$ cat src/rtl/suid_pkg.sv
// Package for the set union / intersection / difference block: types, sizes and codes.
`timescale 1ns / 1ps
package suid_pkg;

  // Store geometry
  localparam int DEPTH  = 32;
  localparam int IDX_W  = (DEPTH > 1) ? $clog2(DEPTH) : 1;
  localparam int CNT_W  = $clog2(DEPTH + 1);
  localparam int ELEM_W = 32;
  localparam int KIND_W = 3;
  localparam int RCNT_W = 7;

  // Item kind codes
  localparam logic [KIND_W-1:0] KIND_LOAD_A = 3'd0;
  localparam logic [KIND_W-1:0] KIND_LOAD_B = 3'd1;
  localparam logic [KIND_W-1:0] KIND_UNION  = 3'd2;
  localparam logic [KIND_W-1:0] KIND_INTER  = 3'd3;
  localparam logic [KIND_W-1:0] KIND_DIFF   = 3'd4;
  localparam logic [KIND_W-1:0] KIND_CLEAR  = 3'd5;

  typedef struct packed {
    logic [KIND_W-1:0]        kind;
    logic signed [ELEM_W-1:0] value;
  } in_item_t;

  typedef struct packed {
    logic signed [ELEM_W-1:0] element;
    logic                     last;
    logic                     result_empty;
    logic [RCNT_W-1:0]        result_count;
    logic                     dropped;
  } out_item_t;

  // Write and read request to one store memory
  typedef struct packed {
    logic              we;
    logic [IDX_W-1:0]  waddr;
    logic [ELEM_W-1:0] wdata;
    logic [IDX_W-1:0]  raddr;
  } ram_req_t;

  typedef enum logic [2:0] {
    ST_IDLE,
    ST_CHECK,
    ST_FETCH,
    ST_WAIT,
    ST_SCAN,
    ST_DECIDE,
    ST_FINISH
  } state_t;

endpackage

$ cat src/rtl/suid_ram.sv
// Generic single-write, single-read memory with registered read data.
`timescale 1ns / 1ps
module suid_ram #(
  parameter int WIDTH = 32,
  parameter int DEPTH = 32,
  localparam int AW = (DEPTH > 1) ? $clog2(DEPTH) : 1
) (
  input  logic             clk,
  input  logic             we,
  input  logic [AW-1:0]    waddr,
  input  logic [WIDTH-1:0] wdata,
  input  logic [AW-1:0]    raddr,
  output logic [WIDTH-1:0] rdata
);

  logic [WIDTH-1:0] mem [DEPTH];

  // Write port
  always_ff @(posedge clk) begin
    if (we) begin
      mem[waddr] <= wdata;
    end
  end

  // Registered read port
  always_ff @(posedge clk) begin
    rdata <= mem[raddr];
  end

endmodule

$ cat src/rtl/suid_outbuf.sv
// Output register: holds one result transaction while downstream stalls.
`timescale 1ns / 1ps
module suid_outbuf import suid_pkg::*; (
  input  logic      clk,
  input  logic      rst,
  input  logic      emit,
  input  out_item_t emit_item,
  output logic      free,
  output logic      result_valid,
  input  logic      result_stall,
  output out_item_t result
);

  assign free = !result_valid || !result_stall;

  // Load a new transaction or drain the taken one
  always_ff @(posedge clk) begin
    if (rst) begin
      result_valid <= 1'b0;
    end else if (emit) begin
      result_valid <= 1'b1;
    end else if (!result_stall) begin
      result_valid <= 1'b0;
    end
  end

  // Payload has no reset
  always_ff @(posedge clk) begin
    if (emit) begin
      result <= emit_item;
    end
  end

endmodule

$ cat src/rtl/suid_ctrl.sv
// Sequencer: loads the stores, scans them for each candidate and forms the result stream.
`timescale 1ns / 1ps
module suid_ctrl import suid_pkg::*; (
  input  logic              clk,
  input  logic              rst,
  input  logic              item_valid,
  output logic              item_stall,
  input  in_item_t          item,
  output ram_req_t          a_req,
  input  logic [ELEM_W-1:0] a_rdata,
  output ram_req_t          b_req,
  input  logic [ELEM_W-1:0] b_rdata,
  output logic              emit,
  output out_item_t         emit_item,
  input  logic              out_free
);

  localparam logic [CNT_W-1:0] FULL = CNT_W'(DEPTH);

  state_t            state, state_next;
  logic [KIND_W-1:0] op, op_next;
  logic              phase_b, phase_b_next;
  logic [CNT_W-1:0]  a_count, a_count_next;
  logic [CNT_W-1:0]  b_count, b_count_next;
  logic              overflow_seen, overflow_seen_next;
  logic [CNT_W-1:0]  i, i_next;
  logic [CNT_W-1:0]  j, j_next;
  logic              rd_v, rd_v_next;
  logic [CNT_W-1:0]  rd_j, rd_j_next;
  logic [ELEM_W-1:0] cand, cand_next;
  logic              a_hit, a_hit_next;
  logic              b_hit, b_hit_next;
  logic              have_pend, have_pend_next;
  logic [ELEM_W-1:0] pend, pend_next;
  logic [RCNT_W-1:0] n, n_next;

  logic [CNT_W-1:0]  limit_a, limit_b, scan_len;
  logic              keep;

  // Phase A: A hit means an earlier copy in A, B hit means membership in B.
  // Phase B: A hit means membership in A, B hit means an earlier copy in B.
  assign limit_a  = phase_b ? a_count : i;
  assign limit_b  = phase_b ? i : b_count;
  assign scan_len = (limit_a > limit_b) ? limit_a : limit_b;

  always_comb begin
    if (phase_b) begin
      keep = !a_hit && !b_hit;
    end else begin
      keep = !a_hit && ((op == KIND_UNION) || ((op == KIND_INTER) && b_hit) ||
                        ((op == KIND_DIFF) && !b_hit));
    end
  end

  // Next state and outputs
  always_comb begin
    state_next         = state;
    op_next            = op;
    phase_b_next       = phase_b;
    a_count_next       = a_count;
    b_count_next       = b_count;
    overflow_seen_next = overflow_seen;
    i_next             = i;
    j_next             = j;
    rd_v_next          = rd_v;
    rd_j_next          = rd_j;
    cand_next          = cand;
    a_hit_next         = a_hit;
    b_hit_next         = b_hit;
    have_pend_next     = have_pend;
    pend_next          = pend;
    n_next             = n;

    item_stall = (state != ST_IDLE);
    a_req      = '0;
    b_req      = '0;
    a_req.wdata = item.value;
    b_req.wdata = item.value;
    a_req.waddr = a_count[IDX_W-1:0];
    b_req.waddr = b_count[IDX_W-1:0];
    emit       = 1'b0;
    emit_item  = '0;
    emit_item.element = pend;
    emit_item.dropped = overflow_seen;

    unique case (state)
      ST_IDLE: begin
        if (item_valid) begin
          case (item.kind) inside
            KIND_LOAD_A: begin
              if (a_count < FULL) begin
                a_req.we     = 1'b1;
                a_count_next = a_count + 1'b1;
              end else begin
                overflow_seen_next = 1'b1;
              end
            end
            KIND_LOAD_B: begin
              if (b_count < FULL) begin
                b_req.we     = 1'b1;
                b_count_next = b_count + 1'b1;
              end else begin
                overflow_seen_next = 1'b1;
              end
            end
            KIND_UNION, KIND_INTER, KIND_DIFF: begin
              op_next        = item.kind;
              phase_b_next   = 1'b0;
              i_next         = '0;
              n_next         = '0;
              have_pend_next = 1'b0;
              state_next     = ST_CHECK;
            end
            KIND_CLEAR: begin
              a_count_next = '0;
              b_count_next = '0;
            end
            default: ;
          endcase
        end
      end

      // Advance to the next candidate or the next phase
      ST_CHECK: begin
        if (!phase_b) begin
          if (i == a_count) begin
            if (op == KIND_UNION) begin
              phase_b_next = 1'b1;
              i_next       = '0;
            end else begin
              state_next = ST_FINISH;
            end
          end else begin
            state_next = ST_FETCH;
          end
        end else if (i == b_count) begin
          state_next = ST_FINISH;
        end else begin
          state_next = ST_FETCH;
        end
      end

      ST_FETCH: begin
        a_req.raddr = i[IDX_W-1:0];
        b_req.raddr = i[IDX_W-1:0];
        j_next      = '0;
        rd_v_next   = 1'b0;
        a_hit_next  = 1'b0;
        b_hit_next  = 1'b0;
        state_next  = ST_WAIT;
      end

      ST_WAIT: begin
        cand_next  = phase_b ? b_rdata : a_rdata;
        state_next = ST_SCAN;
      end

      // Read one entry of each store a cycle; compare the data in the following cycle
      ST_SCAN: begin
        if (rd_v) begin
          if ((rd_j < limit_a) && (a_rdata == cand)) begin
            a_hit_next = 1'b1;
          end
          if ((rd_j < limit_b) && (b_rdata == cand)) begin
            b_hit_next = 1'b1;
          end
        end
        if (j < scan_len) begin
          a_req.raddr = j[IDX_W-1:0];
          b_req.raddr = j[IDX_W-1:0];
          rd_v_next   = 1'b1;
          rd_j_next   = j;
          j_next      = j + 1'b1;
        end else begin
          rd_v_next = 1'b0;
          if (!rd_v) begin
            state_next = ST_DECIDE;
          end
        end
      end

      // Keep the candidate if it qualifies; push out the element held before it
      ST_DECIDE: begin
        if (!(keep && have_pend && !out_free)) begin
          if (keep) begin
            emit           = have_pend;
            pend_next      = cand;
            have_pend_next = 1'b1;
            n_next         = n + 1'b1;
          end
          i_next     = i + 1'b1;
          state_next = ST_CHECK;
        end
      end

      // Send the final transaction, or the empty marker
      ST_FINISH: begin
        if (out_free) begin
          emit                   = 1'b1;
          emit_item.last         = 1'b1;
          emit_item.result_empty = !have_pend;
          emit_item.result_count = have_pend ? n : '0;
          if (!have_pend) begin
            emit_item.element = '0;
          end
          state_next = ST_IDLE;
        end
      end

      default: state_next = ST_IDLE;
    endcase
  end

  // State register
  always_ff @(posedge clk) begin
    if (rst) begin
      state <= ST_IDLE;
    end else begin
      state <= state_next;
    end
  end

  // Control registers
  always_ff @(posedge clk) begin
    if (rst) begin
      a_count       <= '0;
      b_count       <= '0;
      overflow_seen <= 1'b0;
      rd_v          <= 1'b0;
      have_pend     <= 1'b0;
    end else begin
      a_count       <= a_count_next;
      b_count       <= b_count_next;
      overflow_seen <= overflow_seen_next;
      rd_v          <= rd_v_next;
      have_pend     <= have_pend_next;
    end
  end

  // Working registers
  always_ff @(posedge clk) begin
    op      <= op_next;
    phase_b <= phase_b_next;
    i       <= i_next;
    j       <= j_next;
    rd_j    <= rd_j_next;
    cand    <= cand_next;
    a_hit   <= a_hit_next;
    b_hit   <= b_hit_next;
    pend    <= pend_next;
    n       <= n_next;
  end

  // Store counts never pass the store depth
  a_count_bound: assert property (@(posedge clk) disable iff (rst)
    (a_count <= FULL) && (b_count <= FULL))
    else $error("store count beyond depth");

  // A transaction is handed over only when the output register can take it
  emit_needs_room: assert property (@(posedge clk) disable iff (rst)
    emit |-> out_free)
    else $error("emit while output register busy");

  // The empty marker goes out only when no element was collected
  empty_only_without_elem: assert property (@(posedge clk) disable iff (rst)
    (emit && emit_item.result_empty) |-> (!have_pend && emit_item.last))
    else $error("empty marker with collected elements");

  // Result size never exceeds the two stores together
  count_bound: assert property (@(posedge clk) disable iff (rst)
    (state != ST_IDLE) |-> ({1'b0, n} <= (RCNT_W + 1)'(a_count) + (RCNT_W + 1)'(b_count)))
    else $error("result count beyond store contents");

  // A load never disturbs the stores while a compute is underway
  no_write_in_compute: assert property (@(posedge clk) disable iff (rst)
    (state != ST_IDLE) |=> $stable(a_count) && $stable(b_count))
    else $error("store changed during compute");

endmodule

$ cat src/rtl/set_union_intersect_diff.sv
// Top level of the set union / intersection / difference block.
// Two stores of up to DEPTH (32) signed 32-bit values, A and B. A load or clear
// transaction is taken in the idle state without holding off input. A union,
// intersection or difference transaction holds off further input until its last
// result is handed to the output register: for every candidate element (each entry
// of A, then for union each entry of B) the sequencer checks, fetches and waits for
// it, reads up to max(position, other store count) entries of both store memories
// one entry a cycle through their single read ports, then decides on it. A compute
// also waits when it must hand a result on while the output register is full.
// Results follow the store order of first occurrence; the last one carries the count,
// and an empty result is one transaction marked empty. A full store drops further
// loads and sets the sticky dropped flag, which only reset clears. The stores need no
// clearing pass after reset.
`timescale 1ns / 1ps
module set_union_intersect_diff import suid_pkg::*; (
  input  logic      clk,
  input  logic      rst,
  input  logic      item_valid,
  output logic      item_stall,
  input  in_item_t  item,
  output logic      result_valid,
  input  logic      result_stall,
  output out_item_t result
);

  ram_req_t          a_req, b_req;
  logic [ELEM_W-1:0] a_rdata, b_rdata;
  logic              emit, out_free;
  out_item_t         emit_item;

  // Store A
  suid_ram #(.WIDTH(ELEM_W), .DEPTH(DEPTH)) u_store_a (
    .clk   (clk),
    .we    (a_req.we),
    .waddr (a_req.waddr),
    .wdata (a_req.wdata),
    .raddr (a_req.raddr),
    .rdata (a_rdata)
  );

  // Store B
  suid_ram #(.WIDTH(ELEM_W), .DEPTH(DEPTH)) u_store_b (
    .clk   (clk),
    .we    (b_req.we),
    .waddr (b_req.waddr),
    .wdata (b_req.wdata),
    .raddr (b_req.raddr),
    .rdata (b_rdata)
  );

  suid_ctrl u_ctrl (
    .clk        (clk),
    .rst        (rst),
    .item_valid (item_valid),
    .item_stall (item_stall),
    .item       (item),
    .a_req      (a_req),
    .a_rdata    (a_rdata),
    .b_req      (b_req),
    .b_rdata    (b_rdata),
    .emit       (emit),
    .emit_item  (emit_item),
    .out_free   (out_free)
  );

  suid_outbuf u_outbuf (
    .clk          (clk),
    .rst          (rst),
    .emit         (emit),
    .emit_item    (emit_item),
    .free         (out_free),
    .result_valid (result_valid),
    .result_stall (result_stall),
    .result       (result)
  );

endmodule
$ cat config.mk
export PLATFORM = sky130hd
export DESIGN_NAME = set_union_intersect_diff
export DESIGN_NICKNAME = d
export VERILOG_FILES = /design/src/rtl/suid_pkg.sv /design/src/rtl/suid_ram.sv /design/src/rtl/suid_outbuf.sv /design/src/rtl/suid_ctrl.sv /design/src/rtl/set_union_intersect_diff.sv
export SDC_FILE = /design/constraint.sdc
export NUM_CORES = 2
export LEC_CHECK = 0
export BUFFER_PORTS_ARGS = -buffer_cell sky130_fd_sc_hd__buf_4
export CORE_ASPECT_RATIO = 1.4
export CORE_MARGIN = 2
export CORE_UTILIZATION = 60
export CTS_BUF_LIST = sky130_fd_sc_hd__clkbuf_8
export CTS_CLUSTER_DIAMETER = 30
export DETAILED_ROUTE_END_ITERATION = 12
export GPL_TIMING_DRIVEN = 1
export HOLD_SLACK_MARGIN = 0.12
export MAX_ROUTING_LAYER = met4
export PLACE_DENSITY = 0.76
export SLEW_MARGIN = 0
export SYNTH_ARGS = -nofsm -noshare
export SYNTH_HDL_FRONTEND = slang
export SYNTH_HIERARCHICAL = 1
export SYNTH_SLANG_ARGS = --single-unit
$ cat constraint.sdc
create_clock -name clk -period 6.7 [get_ports clk]
set_input_delay 1.34 -clock clk [delete_from_list [all_inputs] [get_ports clk]]
set_output_delay 1.34 -clock clk [all_outputs]
set_load 0.005 [all_outputs]
[Yosys cells after proc, flatten, opt, wreduce, memory -nomap -nowiden]
Memory sizes are Yosys's and may differ from the RTL's. A register that Yosys moved wholly into a read port is not among the register bits.
Cells that the tools add are included.
Widths: inputs -> output; s select.
Cells by class
  $lt $le $gt $ge: 6
  multipliers: 0
  $add $sub $neg: 5
  bitwise gates (word level): 3
  equal/unequal tests: 43
  div/mod/pow operators: 0
  multiplexer cells: 91
  reductions and logical operators: 43
  shift operators: 0
Operator list (number)
  $mux 6: 19
  $mux 41: 2
  $eq 32x32->1: 2
  $mux 32: 2
  $mux 7: 7
  $mux 1: 37
  $mux 3: 12
  $ne 2x1->1 const B: 13
  $add 6x1->6 const B: 4
  $ne 2x2->1 const B: 11
  $pmux 3 s7: 1
  $eq 3x2->1 const B: 6
  $eq 3x3->1 const B: 6
  $lt 6x6->1: 3
  $pmux 6 s3: 1
  $reduce_and 9->1: 2
  $reduce_and 5->1: 3
  $pmux 7 s2: 1
  $eq 6x6->1: 2
  $lt 6x6->1 const B: 2
  $pmux 1 s2: 6
  $pmux 6 s2: 1
  $reduce_and 3->1: 4
  $reduce_and 6->1: 2
  other kinds (16): 42
Word-level totals
  ROM bits: 0
  bits in latches: 0
  bits in writable memories: 2048
  memories: 2
  output and inout bits: 44
  word-level logic and storage cells: 215
  flip-flop bits (word level): 156
Memory list
  u_store_a.mem: words 32, bits a word 32, rd ports 1, clocked after memory_dff 1, write ports 1, line suid_ram.sv:16  | logic [WIDTH-1:0] mem [DEPTH];
  u_store_b.mem: words 32, bits a word 32, rd ports 1, clocked after memory_dff 1, write ports 1, line suid_ram.sv:16

[Depth between registers and ports, before layout]
  depth after elaboration: 11
  mapped depth: 26
  gate-level depth less buffers: 21

[Modules after synthesis]
Netlist, hierarchy kept.
By module, submodules not included
  suid_ram at u_store_b: area an instance 40492.6 µm², instances 1, cells each 2260
  suid_ram at u_store_a: area an instance 40487.6 µm², instances 1, cells each 2260
  suid_ctrl: area an instance 7095.6 µm², instances 1, cells each 647
  suid_outbuf: area an instance 1293.7 µm², instances 1, cells each 46

[Worst setup path after synthesis]
No wires, ideal clock.
  kind: register to register
  start: reg u_ctrl.phase_b
  end: reg u_store_b.rdata[25], read port of u_store_b.mem
  stages on the path, launching flop included: 26
  required time: 6576 ps
  buffers on the path: 7
  arrival time: 5007 ps
  setup time: 124 ps
  path slack: 1569 ps
  cells stage by stage: edfxtp_1 > clkbuf_1 > buf_2 > mux2i_1 > ha_1 > and4_1 > o21ai_1 > nand2_1 > o22a_1 > mux2_2 > ha_1 > and4_1 > a211oi_1 > nand2_1 > or2_4 > inv_2 > a22o_1 > buf_4 > buf_4 > buf_6 > buf_6 > buf_6 > mux2i_1 > a22oi_1 > a31oi_1 > nand3_1
RTL lines
  start, declared: line suid_ctrl.sv:22  | logic phase_b, phase_b_next;
  start signal, assigned: line suid_ctrl.sv:243  | phase_b <= phase_b_next;
  end, declared: line suid_ram.sv:13  | output logic [WIDTH-1:0] rdata

==> flow_summary_export.csv <==
group,metric,value,unit
status,run_status,"finished, violations left",
status,violations,"DRC",
global_routing,grt_first_pass_wirelength,318000,microns
final_layout,layout.core_utilization,0.672,
drt,detailedRoute.firstPassIterationCount,10,
synthesis,synth-seq-cells,2268,
sta,clock_skew,0.0562,ns
clock_tree,clock_root_buffer,"sky130_fd_sc_hd__clkbuf_8",
synthesis,synth_cell_types,58,
sta,fin_tns_setup,0,ns
final_layout,layout-area-overhead-vs-synth,11.3,%
critical_path,worst-endpoint-arrival,6.99,ns
clock_tree,ctsLongestPathBuffers,4,
synthesis,synth_fp_nets,5278,
critical_path,critical_path_top_delay_cell,"sky130_fd_sc_hd__dfxtp_1",
synthesis,synth.cells.most_frequent,"2,185 x sky130_fd_sc_hd__edfxtp_1, 1,033 x sky130_fd_sc_hd__mux2i_1, 212 x sky130_fd_sc_hd__nand2_1",
final_layout,postLayoutCellArea,99500,sq um
floorplan,num_rows,167,
critical_path,crit_path_cell_trace,"mux2_2 > ha_1 > and4_1 > o21ai_1 > nand2_1 > o22a_1 > mux2_2 > ha_1 > and4_1 > nand2_1 > a21oi_1 > and3b_1 > or2_4 > inv_2 > a22o_1 > nor2_4 > buf_12 > buf_4 > a22o_1 > nor3_1 > a31oi_1 > nand3_1",
sta,worst_slew_margin_rel,0.219,
synthesis,synth.yosys.seq_area_share,0.753,
critical_path,worst_setup_path_category,"reg2reg",
synthesis,synth_top_cell_by_area,"sky130_fd_sc_hd__edfxtp_1",
floorplan,num_io_pins,83,
sta,grt_setup_unrepaired,"no",
final_layout,ratio_of_cells_with_drive_above_1_in_the_final_layout,0.154,
synthesis,post_synth_main_area_contributors,"sky130_fd_sc_hd__edfxtp_1 73%, sky130_fd_sc_hd__mux2i_1 12%, sky130_fd_sc_hd__dfxtp_1 1.9%",
global_routing,overflow,0,
power,worst_ir_drop_vdd,158,uV
final_layout,final_net_count,5551,
power,cellLeakagePower,31.4,nW
floorplan,fp.dieArea,152000,sq um
drt,num_vias,48900,
global_routing,antenna_found_initial,5,
synthesis,syn_avg_cell_area,17.1,sq um
power,powerDensity,336,nW/um^2
drt,detail_route.wirelength,220000,microns
critical_path,crit_start,"u_ctrl/a_count[3]",
clock_tree,number_of_levels_in_the_clock_h_tree,5,
placed_design,dp.final_hpwl,129000,microns
critical_path,crit_path_start_kind,"register",
placed_design,gpl_congestion,0.893,
synthesis,ys.warnings.count,6,
sta,hold_viol_final,0,
sta,fmax,164,MHz
placed_design,place.port_buffers,82,
global_routing,grt_util_all_layers,0.298,
sta,worstMarginPinSlew,1.17,ns
sta,min_period_over_period,0.910,
job,max-cap-violations,0,
critical_path,worstPathMaxFanout,28,
global_routing,vias_in_the_first_global_route,48800,
synthesis,ys_async_sr_fraction,0,
clock_tree,numClockSinks,2268,
min_path,holdCritStartpoint,"u_ctrl/overflow_seen",
floorplan,floorplan.initialDensity,0.604,
floorplan,die-width,330,microns
synthesis,synth.top_cell.area_share,0.734,
floorplan,core,148000,sq um
sta,drv_slew,0,
synthesis,yosysMostFrequentCell,"sky130_fd_sc_hd__edfxtp_1",
min_path,timing.hold.worst.class,"reg2reg",
clock_tree,clk_pin_slew_worst_paths,0.06,ns
floorplan,die_height,461,microns
synthesis,postSynthCellCount,5213,
drt,antenna_left,0,
drt,wl_per_cell,28.5,microns
drt,first_iter_violations,5802,
placed_design,dpl_cell_area,92700,sq um
drt,residual_drc_count,14,
synthesis,netlist_area,89400,sq um
global_routing,maximum_number_of_pins_on_one_net_before_global_route_repair,80,
critical_path,timing.critical_path.slowest_cell_delay,0.77,ns
drt,via_per_inst,6.35,
synthesis,synthFlopType,"sky130_fd_sc_hd__edfxtp_1",
clock_tree,numCtsBuffers,351,
critical_path,timing.rr.start,"u_ctrl/a_count[3]",
critical_path,worstSetupEndpointType,"register",
sta,post-route-min-period,6.10,ns
sta,final_setup_fails,0,
clock_tree,cts.hold.buffers_added,0,
synthesis,synth-edff-count,2185,
critical_path,critPathRequiredTime,7.59,ns
clock_tree,clock_latency,1.04,ns
clock_tree,cts_tree,"yes",
[metal layers]
metal,part of all wire,global-route usage,vias to the layer above
met5,0,-,-
met3,0.077,0.0443,598
met1,0.36,0.358,24800
met4,0.044,0.128,0
met2,0.52,0.502,2568
li1,-,-,21000
[through the flow]
step / worst slack, ns / power, W / hold slack [ns] / std cells
floorplan: 1.57 / 0.0206 / 0.441 / 5213
detailed placement: 0.436 / 0.0225 / 0.446 / 7074
global placement: 0.519 / 0.0224 / 0.422 / 7074
finish: 0.605 / 0.0334 / 0.466 / 7698
global route: 0.296 / 0.0345 / 0.477 / 7693
CTS: 0.403 / 0.0334 / 0.461 / 7689
[kinds of logic (layout without fill, tap and decap cells)]
| logic type | after synthesis | in the layout | synth area share |
|---|---|---|---|
| AO/OA/AOI/OAI | 635 | 635 | 0.0486 |
| XOR/XNOR | 98 | 98 | 0.00960 |
| adder cells (fa/ha/maj) | 26 | 26 | 0.00364 |
| buffers and inverters | 372 | 907 | 0.0255 |
| flip-flops | 2268 | 2268 | 0.753 |
| multiplexers | 1075 | 1075 | 0.121 |
| other | 0 | 7 | 0 |
| AND/OR/NAND/NOR | 739 | 739 | 0.0389 |
[cell type report]
class / instances / area [sq um]
flip-flops and latches: 2268 / 67300
fillers: 9567 / 48500
multi-input cells: 2573 / 20400
clock buffers: 373 / 5130
repair buffers: 274 / 2570
well taps: 1943 / 2430
clock inverters: 242 / 1580
inverters: 18 / 67.6
diodes: 7 / 17.5
[timing repair]
item                       CTS  global route
setup endpoints to repair    0             1
resized for setup            0             0
buffers inserted             0             2
[state kept, by name, summed over array words and instances (netlist names), 7 cells and up]
name             count
u_store_b/rdata     32
u_ctrl/cand         32
u_ctrl/n             7
u_outbuf/result     42
u_store_b/mem     1024
u_store_a/rdata     32
u_ctrl/pend         32
u_store_a/mem     1024
[worst max-delay path, delay by kind of cell (launching register included)]
family | cells | cell delay, ns
AOI/OAI and AO/OA | 6 | 1.53
adders and majority gates | 2 | 0.55
DFF | 1 | 0.77
muxes | 2 | 0.62
buffers and inverters | 3 | 0.64
and+or+nand+nor | 9 | 1.76
[power by group]
group / switching [W] / total (W) / internal (W)
logic: 0.00359 / 0.00594 / 0.00234
clock network: 0.00522 / 0.0111 / 0.00583
registers: 0.000486 / 0.0164 / 0.0159
[path summary, 6_finish.rpt]
path | slack [ns] | endpoint | cells past startpoint
setup reg to reg | 0.60 | u_store_a/rdata[3] | 22
hold reg to reg | 0.47 | u_outbuf/result[0] | 0
setup / recovery | 0.60 | u_store_a/rdata[3] | 22
hold / removal | 0.47 | u_outbuf/result[0] | 0
[cell usage in the layout (no fill, tap or decap), types with 15 or more instances in the layout]
master                       count
sky130_fd_sc_hd__edfxtp_1     2185
sky130_fd_sc_hd__mux2i_1      1033
sky130_fd_sc_hd__clkbuf_8      373
sky130_fd_sc_hd__buf_4         233
sky130_fd_sc_hd__nand2_1       212
sky130_fd_sc_hd__nand3_1       210
sky130_fd_sc_hd__a21oi_1       204
sky130_fd_sc_hd__a22oi_1       192
sky130_fd_sc_hd__a22o_1        132
sky130_fd_sc_hd__inv_1         121
sky130_fd_sc_hd__dfxtp_1        83
sky130_fd_sc_hd__xor2_1         76
sky130_fd_sc_hd__nor3_1         72
sky130_fd_sc_hd__nor2_4         68
sky130_fd_sc_hd__a31oi_1        67
sky130_fd_sc_hd__nor2_1         58
sky130_fd_sc_hd__clkinv_2       44
sky130_fd_sc_hd__mux2_2         42
sky130_fd_sc_hd__buf_12         41
sky130_fd_sc_hd__nor2b_1        38
sky130_fd_sc_hd__clkinv_1       35
sky130_fd_sc_hd__ha_1           26
sky130_fd_sc_hd__clkinvlp_4     25
sky130_fd_sc_hd__xnor2_1        22
sky130_fd_sc_hd__bufinv_16      17
sky130_fd_sc_hd__nor4_1         15
No activity file was read; power rests on OpenSTA's default activity.
